## config.mk

```make
export PLATFORM = sky130hd
export DESIGN_NAME = sequence_event_byte_parser_unit
export DESIGN_NICKNAME = d
export VERILOG_FILES = /design/src/rtl/core/sebp_pkg.sv /design/src/rtl/core/sequence_event_byte_parser_unit.sv /design/src/rtl/core/sebp_decode.sv /design/src/rtl/core/sebp_scale.sv
export SDC_FILE = /design/constraint.sdc
export NUM_CORES = 1
export LEC_CHECK = 0
export BUFFER_PORTS_ARGS = -buffer_cell sky130_fd_sc_hd__buf_4
export CAP_MARGIN = 25
export CORE_ASPECT_RATIO = 0.75
export CORE_MARGIN = 8
export CORE_UTILIZATION = 59
export CTS_CLUSTER_DIAMETER = 120
export CTS_CLUSTER_SIZE = 28
export DETAILED_ROUTE_END_ITERATION = 8
export GPL_ROUTABILITY_DRIVEN = 0
export PLACE_DENSITY = 0.81
export RECOVER_POWER = 100
export SLEW_MARGIN = 0
export SYNTH_ARGS = -nofsm -noshare
export SYNTH_HDL_FRONTEND = slang
export SYNTH_SLANG_ARGS = --single-unit
export TNS_END_PERCENT = 10
```

## constraint.sdc

```tcl
create_clock -name i_clk -period 16.49 [get_ports i_clk]
set_input_delay 1.649 -clock i_clk [delete_from_list [all_inputs] [get_ports i_clk]]
set_output_delay 1.649 -clock i_clk [all_outputs]
set_load 0.005 [all_outputs]
```

## src/rtl/core/sebp_pkg.sv

```systemverilog
// shared types, codes and constants of the sequence event byte parser
package sebp_pkg;

    localparam int DATA_W     = 8;
    localparam int OUT_DATA_W = 136;
    localparam int KIND_W     = 4;

    // reciprocal of 25 applied to the product shifted down by two, exact for 16-bit products
    localparam logic [12:0] RECIP_100   = 13'd5243;
    localparam int          RECIP_SHIFT = 17;

    // status bytes with a meaning of their own
    localparam logic [7:0] ST_NOTE_RUN  = 8'h62;
    localparam logic [7:0] ST_NOP_A     = 8'h60;
    localparam logic [7:0] ST_NOP_B     = 8'h61;
    localparam logic [7:0] ST_CTRL_BASE = 8'hC0;
    localparam logic [7:0] ST_REST      = 8'hE0;
    localparam logic [7:0] ST_HOLD      = 8'hE1;
    localparam logic [7:0] ST_PROG      = 8'hE2;
    localparam logic [7:0] ST_TEMPO     = 8'hEA;
    localparam logic [7:0] ST_VOL       = 8'hEE;
    localparam logic [7:0] ST_LOOP      = 8'hFD;
    localparam logic [7:0] ST_JUMP      = 8'hFE;
    localparam logic [7:0] ST_END       = 8'hFF;
    localparam logic [7:0] VEL_FLAG     = 8'h80;

    typedef enum logic [KIND_W-1:0] {
        KIND_NOTE    = 4'd0,
        KIND_HOLD    = 4'd1,
        KIND_PROGRAM = 4'd2,
        KIND_TEMPO   = 4'd3,
        KIND_UNKNOWN = 4'd4,
        KIND_LOOP    = 4'd5,
        KIND_JUMP    = 4'd6,
        KIND_RETURN  = 4'd7,
        KIND_END     = 4'd8
    } t_kind;

    // event on its way from the decoder to the scaling stage
    typedef struct packed {
        t_kind       kind;
        logic [31:0] time_tick;
        logic [31:0] offset;
        logic [2:0]  length;
        logic [6:0]  note;
        logic [6:0]  vel;
        logic [15:0] prod;
        logic [7:0]  value;
        logic [31:0] seek;
    } t_evt;

    typedef struct packed {
        logic       listed;
        logic [1:0] nargs;
    } t_unk;

    // fixed argument count of the listed commands that are only skipped
    function automatic t_unk unk_info(input logic [7:0] s);
        t_unk r;
        r.listed = 1'b1;
        case (s)
            8'hC0, 8'hDE, 8'hE3, 8'hEC, 8'hF0, 8'hF2, 8'hFA: r.nargs = 2'd1;
            8'hCE, 8'hD1, 8'hD2, 8'hD3, 8'hD4, 8'hD5, 8'hD6,
            8'hEF, 8'hF8: r.nargs = 2'd2;
            8'hD0, 8'hE4, 8'hE5, 8'hE7, 8'hE9, 8'hF1, 8'hF3: r.nargs = 2'd3;
            8'hE6, 8'hE8, 8'hF6, 8'hF7: r.nargs = 2'd0;
            default: begin
                r.listed = 1'b0;
                r.nargs  = 2'd0;
            end
        endcase
        return r;
    endfunction

endpackage

```

## src/rtl/core/sequence_event_byte_parser_unit.sv

```systemverilog
// top level of the sequence event byte parser: input register and stage wiring
// a byte accepted into the input register passes through the event register and then the output register
// throughput: one byte per cycle while the output is not stalled, set by the combinational decode of the parse state
// an output stall backs up through the event and input registers before tready drops
// reset (synchronous, active low) clears parse state, time, offsets and all valid flags
// start_offset resets to zero and is applied at the next track_start transaction
module sequence_event_byte_parser_unit (
    input  logic                                i_clk,
    input  logic                                i_rst_n,
    input  logic                                i_cfg_valid,
    output logic                                o_cfg_ready,
    input  logic [31:0]                         i_cfg_data,     // start_offset
    input  logic                                s_axis_tvalid,
    output logic                                s_axis_tready,
    input  logic [sebp_pkg::DATA_W-1:0]         s_axis_tdata,   // data_byte
    input  logic [0:0]                          s_axis_tuser,   // track_start
    output logic                                m_axis_tvalid,
    input  logic                                m_axis_tready,
    // event_time, event_offset, event_length, note_number, velocity,
    // note_length, value_byte, seek_address, zero fill
    output logic [sebp_pkg::OUT_DATA_W-1:0]     m_axis_tdata,
    output logic [sebp_pkg::KIND_W-1:0]         m_axis_tuser    // event_kind
);

    logic                           r_in_valid;
    logic [sebp_pkg::DATA_W-1:0]    r_in_byte;
    logic                           r_in_start;

    logic           proc;
    logic           mid_free;
    logic           mid_take;
    logic           mid_valid;
    sebp_pkg::t_evt mid;

    assign o_cfg_ready   = 1'b1;
    assign proc          = r_in_valid && mid_free;
    assign s_axis_tready = !r_in_valid || proc;

    always_ff @(posedge i_clk) begin
        if (!i_rst_n) begin
            r_in_valid <= 1'b0;
        end else if (s_axis_tready) begin
            r_in_valid <= s_axis_tvalid;
        end
    end

    always_ff @(posedge i_clk) begin
        if (s_axis_tvalid && s_axis_tready) begin
            r_in_byte  <= s_axis_tdata;
            r_in_start <= s_axis_tuser[0];
        end
    end

    sebp_decode u_decode (
        .i_clk       (i_clk),
        .i_rst_n     (i_rst_n),
        .i_cfg_valid (i_cfg_valid),
        .i_cfg_data  (i_cfg_data),
        .i_proc      (proc),
        .i_byte      (r_in_byte),
        .i_start     (r_in_start),
        .i_mid_take  (mid_take),
        .o_mid_valid (mid_valid),
        .o_mid       (mid),
        .o_mid_free  (mid_free)
    );

    sebp_scale u_scale (
        .i_clk       (i_clk),
        .i_rst_n     (i_rst_n),
        .i_mid_valid (mid_valid),
        .i_mid       (mid),
        .o_mid_take  (mid_take),
        .o_valid     (m_axis_tvalid),
        .i_ready     (m_axis_tready),
        .o_data      (m_axis_tdata),
        .o_kind      (m_axis_tuser)
    );

endmodule

```

## src/rtl/core/sebp_decode.sv

```systemverilog
// byte decoder: parse state, time keeping and event register
module sebp_decode (
    input  logic                i_clk,
    input  logic                i_rst_n,
    input  logic                i_cfg_valid,
    input  logic [31:0]         i_cfg_data,
    input  logic                i_proc,
    input  logic [7:0]          i_byte,
    input  logic                i_start,
    input  logic                i_mid_take,
    output logic                o_mid_valid,
    output sebp_pkg::t_evt      o_mid,
    output logic                o_mid_free
);

    typedef enum logic [3:0] {
        PH_STATUS     = 4'd0,
        PH_NOTE_DELTA = 4'd1,
        PH_NOTE_DUR   = 4'd2,
        PH_NOTE_VEL   = 4'd3,
        PH_SKIP       = 4'd4,
        PH_REST       = 4'd5,
        PH_HOLD_DELTA = 4'd6,
        PH_HOLD_DUR   = 4'd7,
        PH_PROG       = 4'd8,
        PH_TEMPO      = 4'd9,
        PH_VOL        = 4'd10,
        PH_LOOP       = 4'd11,
        PH_JUMP       = 4'd12
    } t_phase;

    t_phase      r_ph, n_ph;
    logic [7:0]  r_stat, n_stat;
    logic [31:0] r_bp, n_bp;
    logic [31:0] r_cb, n_cb;
    logic [31:0] r_tt, n_tt;
    logic [7:0]  r_rdelta, n_rdelta;
    logic [6:0]  r_rdur, n_rdur;
    logic [7:0]  r_gd, n_gd;
    logic [7:0]  r_gdur, n_gdur;
    logic [31:0] r_ag, n_ag;
    logic [2:0]  r_skip, n_skip;
    logic        r_insub, n_insub;
    logic [31:0] r_ret, n_ret;
    logic        r_ended, n_ended;
    logic [31:0] r_start_off;
    logic        r_mid_valid;
    sebp_pkg::t_evt r_mid;

    sebp_pkg::t_evt evt;
    logic           evt_valid;

    always_comb begin
        logic [31:0]    c_bp;
        logic [31:0]    c_tt;
        t_phase         c_ph;
        logic [6:0]     c_rdur;
        logic [31:0]    bp_inc;
        logic [31:0]    ag_new;
        logic [7:0]     mul_b;
        logic [7:0]     note_sub;
        sebp_pkg::t_unk unk;

        // restart takes effect before the byte of the same transaction
        c_bp   = i_start ? r_start_off : r_bp;
        c_tt   = i_start ? 32'd0 : r_tt;
        c_ph   = i_start ? PH_STATUS : r_ph;
        c_rdur = i_start ? 7'd0 : r_rdur;
        n_bp     = c_bp;
        n_tt     = c_tt;
        n_ph     = c_ph;
        n_rdur   = c_rdur;
        n_rdelta = i_start ? 8'd0 : r_rdelta;
        n_insub  = i_start ? 1'b0 : r_insub;
        n_ret    = i_start ? 32'd0 : r_ret;
        n_skip   = i_start ? 3'd0 : r_skip;
        n_ended  = i_start ? 1'b0 : r_ended;
        n_stat   = r_stat;
        n_cb     = r_cb;
        n_gd     = r_gd;
        n_gdur   = r_gdur;
        n_ag     = r_ag;

        bp_inc   = c_bp + 32'd1;
        ag_new   = {r_ag[23:0], i_byte};
        note_sub = r_stat - sebp_pkg::ST_NOTE_RUN;
        unk      = sebp_pkg::unk_info(i_byte);

        case (c_ph)
            PH_NOTE_DUR: mul_b = {1'b0, c_rdur};
            PH_HOLD_DUR: mul_b = i_byte;
            default:     mul_b = r_gdur;
        endcase

        evt_valid      = 1'b0;
        evt.kind       = sebp_pkg::KIND_NOTE;
        evt.time_tick  = c_tt;
        evt.offset     = r_cb;
        evt.length     = 3'(bp_inc - r_cb);
        evt.note       = 7'd0;
        evt.vel        = 7'd0;
        evt.prod       = 16'(r_gd * mul_b);
        evt.value      = 8'd0;
        evt.seek       = 32'd0;

        if (!n_ended) begin
            if (c_ph == PH_STATUS) begin
                n_cb       = c_bp;
                n_bp       = bp_inc;
                n_stat     = i_byte;
                evt.offset = c_bp;
                evt.length = 3'd1;
                if (i_byte == sebp_pkg::ST_END) begin
                    evt_valid = 1'b1;
                    if (n_insub) begin
                        n_insub   = 1'b0;
                        n_bp      = n_ret;
                        evt.kind  = sebp_pkg::KIND_RETURN;
                        evt.seek  = n_ret;
                    end else begin
                        n_ended  = 1'b1;
                        evt.kind = sebp_pkg::KIND_END;
                    end
                end else if (i_byte == sebp_pkg::ST_NOP_A || i_byte == sebp_pkg::ST_NOP_B) begin
                    n_ph = PH_STATUS;
                end else if (i_byte < sebp_pkg::ST_CTRL_BASE) begin
                    if (i_byte < sebp_pkg::ST_NOTE_RUN) begin
                        n_ph = PH_NOTE_DELTA;
                    end else begin
                        n_gd = n_rdelta;
                        n_ph = PH_NOTE_DUR;
                    end
                end else if (i_byte == sebp_pkg::ST_REST) begin
                    n_ph = PH_REST;
                end else if (i_byte == sebp_pkg::ST_HOLD) begin
                    n_ph = PH_HOLD_DELTA;
                end else if (i_byte == sebp_pkg::ST_PROG) begin
                    n_ph = PH_PROG;
                end else if (i_byte == sebp_pkg::ST_TEMPO) begin
                    n_ph = PH_TEMPO;
                end else if (i_byte == sebp_pkg::ST_VOL) begin
                    n_ph = PH_VOL;
                end else if (i_byte == sebp_pkg::ST_LOOP) begin
                    n_ph   = PH_LOOP;
                    n_skip = 3'd4;
                end else if (i_byte == sebp_pkg::ST_JUMP) begin
                    n_ph   = PH_JUMP;
                    n_skip = 3'd4;
                    n_ag   = 32'd0;
                end else if (!unk.listed) begin
                    n_ended   = 1'b1;
                    evt_valid = 1'b1;
                    evt.kind  = sebp_pkg::KIND_END;
                end else if (unk.nargs == 2'd0) begin
                    evt_valid = 1'b1;
                    evt.kind  = sebp_pkg::KIND_UNKNOWN;
                    evt.value = i_byte;
                end else begin
                    n_skip = {1'b0, unk.nargs};
                    n_ph   = PH_SKIP;
                end
            end else begin
                n_bp = bp_inc;
                n_ph = PH_STATUS;
                case (c_ph)
                    PH_NOTE_DELTA: begin
                        n_gd     = i_byte;
                        n_rdelta = i_byte;
                        n_ph     = PH_NOTE_DUR;
                    end
                    PH_NOTE_DUR, PH_NOTE_VEL: begin
                        if (c_ph == PH_NOTE_DUR && i_byte < sebp_pkg::VEL_FLAG) begin
                            n_gdur = i_byte;
                            n_rdur = i_byte[6:0];
                            n_ph   = PH_NOTE_VEL;
                        end else begin
                            if (c_ph == PH_NOTE_DUR) begin
                                n_gdur = {1'b0, c_rdur};
                            end
                            evt_valid = 1'b1;
                            evt.kind  = sebp_pkg::KIND_NOTE;
                            evt.note  = (r_stat < sebp_pkg::ST_NOTE_RUN) ? r_stat[6:0]
                                                                         : note_sub[6:0];
                            evt.vel   = i_byte[6:0];
                            n_tt      = c_tt + {24'd0, r_gd};
                        end
                    end
                    PH_SKIP, PH_LOOP, PH_JUMP: begin
                        if (c_ph == PH_JUMP) begin
                            n_ag = ag_new;
                        end
                        if (n_skip > 3'd1) begin
                            n_skip = n_skip - 3'd1;
                            n_ph   = c_ph;
                        end else begin
                            n_skip    = 3'd0;
                            evt_valid = 1'b1;
                            if (c_ph == PH_SKIP) begin
                                evt.kind  = sebp_pkg::KIND_UNKNOWN;
                                evt.value = r_stat;
                            end else if (c_ph == PH_LOOP) begin
                                evt.kind = sebp_pkg::KIND_LOOP;
                            end else begin
                                evt.kind = sebp_pkg::KIND_JUMP;
                                evt.seek = ag_new;
                                n_insub  = 1'b1;
                                n_ret    = r_cb + 32'd5;
                                n_bp     = ag_new;
                            end
                        end
                    end
                    PH_REST: begin
                        n_tt = c_tt + {24'd0, i_byte};
                    end
                    PH_HOLD_DELTA: begin
                        n_gd = i_byte;
                        n_ph = PH_HOLD_DUR;
                    end
                    PH_HOLD_DUR: begin
                        n_gdur    = i_byte;
                        evt_valid = 1'b1;
                        evt.kind  = sebp_pkg::KIND_HOLD;
                        n_tt      = c_tt + {24'd0, r_gd};
                    end
                    PH_PROG: begin
                        evt_valid = 1'b1;
                        evt.kind  = sebp_pkg::KIND_PROGRAM;
                        evt.value = i_byte;
                    end
                    PH_TEMPO: begin
                        evt_valid = 1'b1;
                        evt.kind  = sebp_pkg::KIND_TEMPO;
                        evt.value = i_byte;
                    end
                    default: begin
                        n_ph = PH_STATUS;
                    end
                endcase
            end
        end
    end

    assign o_mid_free  = !r_mid_valid || i_mid_take;
    assign o_mid_valid = r_mid_valid;
    assign o_mid       = r_mid;

    always_ff @(posedge i_clk) begin
        if (!i_rst_n) begin
            r_ph        <= PH_STATUS;
            r_stat      <= 8'd0;
            r_bp        <= 32'd0;
            r_cb        <= 32'd0;
            r_tt        <= 32'd0;
            r_rdelta    <= 8'd0;
            r_rdur      <= 7'd0;
            r_gd        <= 8'd0;
            r_gdur      <= 8'd0;
            r_ag        <= 32'd0;
            r_skip      <= 3'd0;
            r_insub     <= 1'b0;
            r_ret       <= 32'd0;
            r_ended     <= 1'b0;
            r_start_off <= 32'd0;
            r_mid_valid <= 1'b0;
        end else begin
            if (i_cfg_valid) begin
                r_start_off <= i_cfg_data;
            end
            if (i_proc) begin
                r_ph        <= n_ph;
                r_stat      <= n_stat;
                r_bp        <= n_bp;
                r_cb        <= n_cb;
                r_tt        <= n_tt;
                r_rdelta    <= n_rdelta;
                r_rdur      <= n_rdur;
                r_gd        <= n_gd;
                r_gdur      <= n_gdur;
                r_ag        <= n_ag;
                r_skip      <= n_skip;
                r_insub     <= n_insub;
                r_ret       <= n_ret;
                r_ended     <= n_ended;
                r_mid_valid <= evt_valid;
            end else if (i_mid_take) begin
                r_mid_valid <= 1'b0;
            end
        end
    end

    always_ff @(posedge i_clk) begin
        if (i_proc) begin
            r_mid <= evt;
        end
    end

`ifndef NO_ASSERTIONS
    a_jump_enters_sub: assert property (@(posedge i_clk) disable iff (!i_rst_n)
        (i_proc && evt_valid && evt.kind == sebp_pkg::KIND_JUMP) |=> r_insub)
        else $error("jump did not enter subroutine");
    a_end_latches: assert property (@(posedge i_clk) disable iff (!i_rst_n)
        (i_proc && evt_valid && evt.kind == sebp_pkg::KIND_END) |=> r_ended)
        else $error("end of track not latched");
    a_ended_idle_phase: assert property (@(posedge i_clk) disable iff (!i_rst_n)
        r_ended |-> (r_ph == PH_STATUS))
        else $error("ended track left in argument phase");
    a_skip_phase: assert property (@(posedge i_clk) disable iff (!i_rst_n)
        (r_skip != 3'd0) |-> (r_ph == PH_SKIP || r_ph == PH_LOOP || r_ph == PH_JUMP))
        else $error("skip count outside a counted phase");
`endif

endmodule

```

## src/rtl/core/sebp_scale.sv

```systemverilog
// divide-by-100 of the duration product and the output register
module sebp_scale (
    input  logic                                i_clk,
    input  logic                                i_rst_n,
    input  logic                                i_mid_valid,
    input  sebp_pkg::t_evt                      i_mid,
    output logic                                o_mid_take,
    output logic                                o_valid,
    input  logic                                i_ready,
    output logic [sebp_pkg::OUT_DATA_W-1:0]     o_data,
    output logic [sebp_pkg::KIND_W-1:0]         o_kind
);

    logic                               r_valid;
    logic [sebp_pkg::OUT_DATA_W-1:0]    r_data;
    logic [sebp_pkg::KIND_W-1:0]        r_kind;
    logic [sebp_pkg::OUT_DATA_W-1:0]    n_data;

    logic [26:0] recip_prod;
    logic [9:0]  quot;
    logic [8:0]  nlen;
    logic [31:0] evt_time;
    logic        out_free;

    assign out_free   = !r_valid || i_ready;
    assign o_mid_take = i_mid_valid && out_free;

    // floor(p/100) as ((p >> 2) * 5243) >> 17
    assign recip_prod = 27'(i_mid.prod[15:2] * sebp_pkg::RECIP_100);
    assign quot       = recip_prod[sebp_pkg::RECIP_SHIFT +: 10];

    always_comb begin
        nlen     = 9'd0;
        evt_time = i_mid.time_tick;
        if (i_mid.kind == sebp_pkg::KIND_NOTE) begin
            nlen = (quot == 10'd0) ? 9'd1 : quot[8:0];
        end
        if (i_mid.kind == sebp_pkg::KIND_HOLD) begin
            evt_time = i_mid.time_tick + {22'd0, quot};
        end
        n_data = {6'd0, i_mid.seek, i_mid.value, nlen, i_mid.vel, i_mid.note,
                  i_mid.length, i_mid.offset, evt_time};
    end

    always_ff @(posedge i_clk) begin
        if (!i_rst_n) begin
            r_valid <= 1'b0;
        end else if (out_free) begin
            r_valid <= i_mid_valid;
        end
    end

    always_ff @(posedge i_clk) begin
        if (o_mid_take) begin
            r_data <= n_data;
            r_kind <= i_mid.kind;
        end
    end

    assign o_valid = r_valid;
    assign o_data  = r_data;
    assign o_kind  = r_kind;

endmodule
```

==> flow_metrics.tcl <==
set metrics [dict create \
    status "complete, but fails checks" \
    violations "max-capacitance violations, max-slew violations" \
    p_leak_nw 12.3 \
    rsz0062_at_grt "false" \
    io_pins 189 \
    worst-endpoint-arrival_ns 12.16 \
    dpl-instance-area_mm2 0.0311 \
    swShare_pct 30.8 \
    slew_violations 793 \
    clk_pin_slew_ns 0.12 \
    die_x_um 273 \
    cts_setup_buffers 0 \
    insertion_delay_ns 0.60 \
    yosysSeqAreaShare_pct 44.9 \
    drt_wl_total_um 80000 \
    yosysTopAreaCellShare_pct 28.9 \
    cpMaxStageDelayCell "clkbuf_1" \
    clockBufferDepth 3 \
    synth_edf_count 282 \
    postRouteAntennaNets 0 \
    cts_root_buf "clkbuf_16" \
    clock.fmax_mhz 84.2 \
    finalWorstSetupSlack_ns 4.62 \
    yosysWarnings 0 \
    synth.cell_area_mm2 0.0293 \
    first_pass_iters 9 \
    viasPerCell 6.42 \
    synth_top_area_cell "edfxtp_1" \
    utilization_pct 64.5 \
    ys_dominant_reg_cell "edfxtp_1" \
    grt_pass1_vias 22900 \
    cts_hold_buf 0 \
    place_worst_setup_slack_ns 8.87 \
    finalHoldViolCount 0 \
    crit_path_end_kind "flip-flop" \
    initial_core_util_pct 60.0 \
    pwr-share-comb_pct 24.6 \
    initialDrtViolationCount 3447 \
    syn_inst 2905 \
    wl_per_cell_um 21.9 \
    antenna_found_initial 1 \
    min_period_over_period_pct 72.0 \
    ctsResizeCount 0 \
    drive_gt1_share_pct 7.68 \
    clock_skew_ns 0.0379 \
    fin_hold_ws_ns 0.391 \
    period_needed_ns 11.87 \
    drc_errors 0 \
    nNetsFinal 3301 \
    io_buffer_count 181 \
    async_reset_ff_share_pct 0 \
    final_area_mm2 0.0315 \
    hold_class "flip-flop to flip-flop" \
    cts_tree "built" \
    tns_ns 0 \
    fp.dieH_um 209 \
    vias 23400 \
    cts_sinks 517 \
    synth_area_leaders "edfxtp_1 (29%), dfxtp_1 (16%), fa_1 (7.0%), ha_1 (6.9%), nor2_1 (4.0%)" \
    max-cap-violations 10 \
    cp_cell_sequence "clkbuf_1 -> inv_1 -> nand2_1 -> and2_1 -> clkbuf_1 -> nand2_1 -> o211ai_1 -> a21oi_1" \
    power_frac_seq_pct 51.7 \
    required_ns 16.78 \
    worstMarginPinSlew_ns 6.97 \
    rows 70 \
    syn_to_final_growth_pct 7.52 \
    die_area_mm2 0.0572 \
    grt_pass1_wl_um 125000 \
    fillers 3848 \
    start_kind "flip-flop" \
    max_slew_margin_pct -365 \
    dpl.hpwl_um 57800 \
    worstSetupPathType "flip-flop to flip-flop" \
    core-area_mm2 0.0489 \
    syn_area_per_cell_um2 10.1 \
    clkPwrFrac_pct 23.7 \
    grt_max_degree 128 \
    h-tree-depth 1 \
    cp_slowest_stage_delay_ns 4.84 \
    p_sw_mw 0.857 \
    synth_cell_types 96 \
    grt-ovfl-total 0 \
    grt_use_total_pct 26.8 \
    setup_viol 0 \
    irDropWorstVdd_mv 0.0701 \
    numCtsBuffers 22 \
    synth-seq-cells 517 \
    power.density_mw_per_mm2 88.3 \
    p_int_mw 1.93 \
    cp_max_fo 127 \
]
[cell type report]
cell class	count	area, um^2	share of cell area (%)
Inverter	193	727	2.31
Clock inverter	3	33.8	0.107
Multi-Input combinational cell	2044	14700	46.7
Timing Repair Buffer	212	1440	4.57
Antenna cell	1	2.50	0.00794
Sequential cell	517	13200	41.8
Clock buffer	37	607	1.92
Tap cell	648	811	2.57
[worst max-delay path, delay by kind of cell, from the launching register on]
kind	cells	cell delay [ns]
simple gates	3	1.66
flops	1	0.44
compound gates	2	0.54
buf+inv	3	8.85
[metrics by stage]
stage | instances | power (mW)
6_report | 3655 | 2.78
5_1_grt | 3654 | 2.90
4_1_cts | 3651 | 2.77
3_5_place_dp | 3611 | 2.13
3_3_place_gp | 3609 | 2.09
2_1_floorplan | 2910 | 1.95
[path summary, 6_finish.rpt]
kind | from | endpoint | slack, ns | depth (start not counted)
worst min register to register | u_decode.o_mid[3] | u_scale.o_data[101] | 0.39 | 0
worst max-delay path | r_in_start | u_decode.r_ret[29] | 4.62 | 8
worst max register to register | r_in_start | u_decode.r_ret[29] | 4.62 | 8
worst min-delay path | u_decode.o_mid[3] | u_scale.o_data[101] | 0.39 | 0
[registers in the layout (all words and copies together) (netlist names)]
name	flops
r_in_byte	8
u_decode.r_gdur	8
u_decode.r_cb	32
r_in_valid	1
u_decode.r_ag	24
u_scale.o_valid	1
u_decode.r_rdur	7
u_decode.r_rdelta	8
u_scale.o_kind	4
u_decode.r_insub	1
u_decode.r_bp	32
r_in_start	1
u_decode.r_skip	3
u_decode.o_mid	139
u_decode.o_mid_valid	1
u_decode.r_gd	8
u_decode.r_ended	1
u_decode.r_tt	32
u_decode.r_start_off	32
u_decode.r_stat	8
u_decode.r_ret	32
u_scale.o_data	130
u_decode.r_ph	4
[power groups by stage]
stage / clock [mW] / sequential (mW) / combinational, mW
CTS: 0.663 / 1.44 / 0.669
floorplan: 0 / 1.45 / 0.497
global placement: 0 / 1.46 / 0.622
detailed placement: 0 / 1.47 / 0.665
global route: 0.706 / 1.44 / 0.752
finish: 0.659 / 1.44 / 0.685
[synth_stat cells (44+ instances only)]
cell type,n
fa_1,103
nor3_1,44
ha_1,162
dfxtp_1,235
and2_1,59
clkbuf_1,107
a22oi_1,77
nor2_1,310
nand2_1,240
nor2b_1,45
nand3_1,88
inv_1,193
a211oi_1,54
edfxtp_1,282
o21ai_0,106
mux2i_1,68
a21oi_1,167
xnor2_1,86
[placed cells by master, fill, tap and decap left out, types with 11 or more instances in the layout]
cell	netlist	final
a221oi_1	20	21
a21oi_1	167	167
nor4_1	15	15
nand3b_1	16	16
nor3_1	44	43
a22oi_1	77	77
nand4_1	21	21
nor2b_1	45	44
and3_1	30	30
a211oi_1	54	54
nand2_1	240	239
nand2b_1	12	12
and2_1	59	49
ha_1	162	162
a22o_1	29	30
clkbuf_1	107	64
clkbuf_4	1	107
inv_1	193	191
fa_1	103	103
and2_0	1	11
dfxtp_1	235	235
mux2i_1	68	68
nand3_1	88	88
a21o_1	17	17
xor2_1	41	41
buf_4	10	52
edfxtp_1	282	282
xnor2_1	86	86
o211ai_1	13	13
a221o_1	18	18
nor2_1	310	309
or3_1	13	13
a31oi_1	26	26
o21ai_0	106	107
clkbuf_16	0	22
[logic make-up (layout without fill, tap and decap cells)]
group	count (synthesis)	after routing	synth area share, %
AO/OA/AOI/OAI	630	630	14.4
XOR/XNOR	127	127	3.79
adder cells (fa/ha/maj)	265	265	13.9
buffers and inverters	349	445	4.95
flip-flops	517	517	44.9
multiplexers	70	70	2.41
other	2	8	0.0256
AND/OR/NAND/NOR	945	945	15.5
[metal layers]
metal	track usage (%)	wire, um	vias to the layer above
li1	-	-	10500
met3	6.01	9230	256
met5	0	12	-
met4	8.59	2780	2
met1	37.0	32300	11200
met2	41.6	35600	1491
No activity file was read; power rests on OpenSTA's default activity.
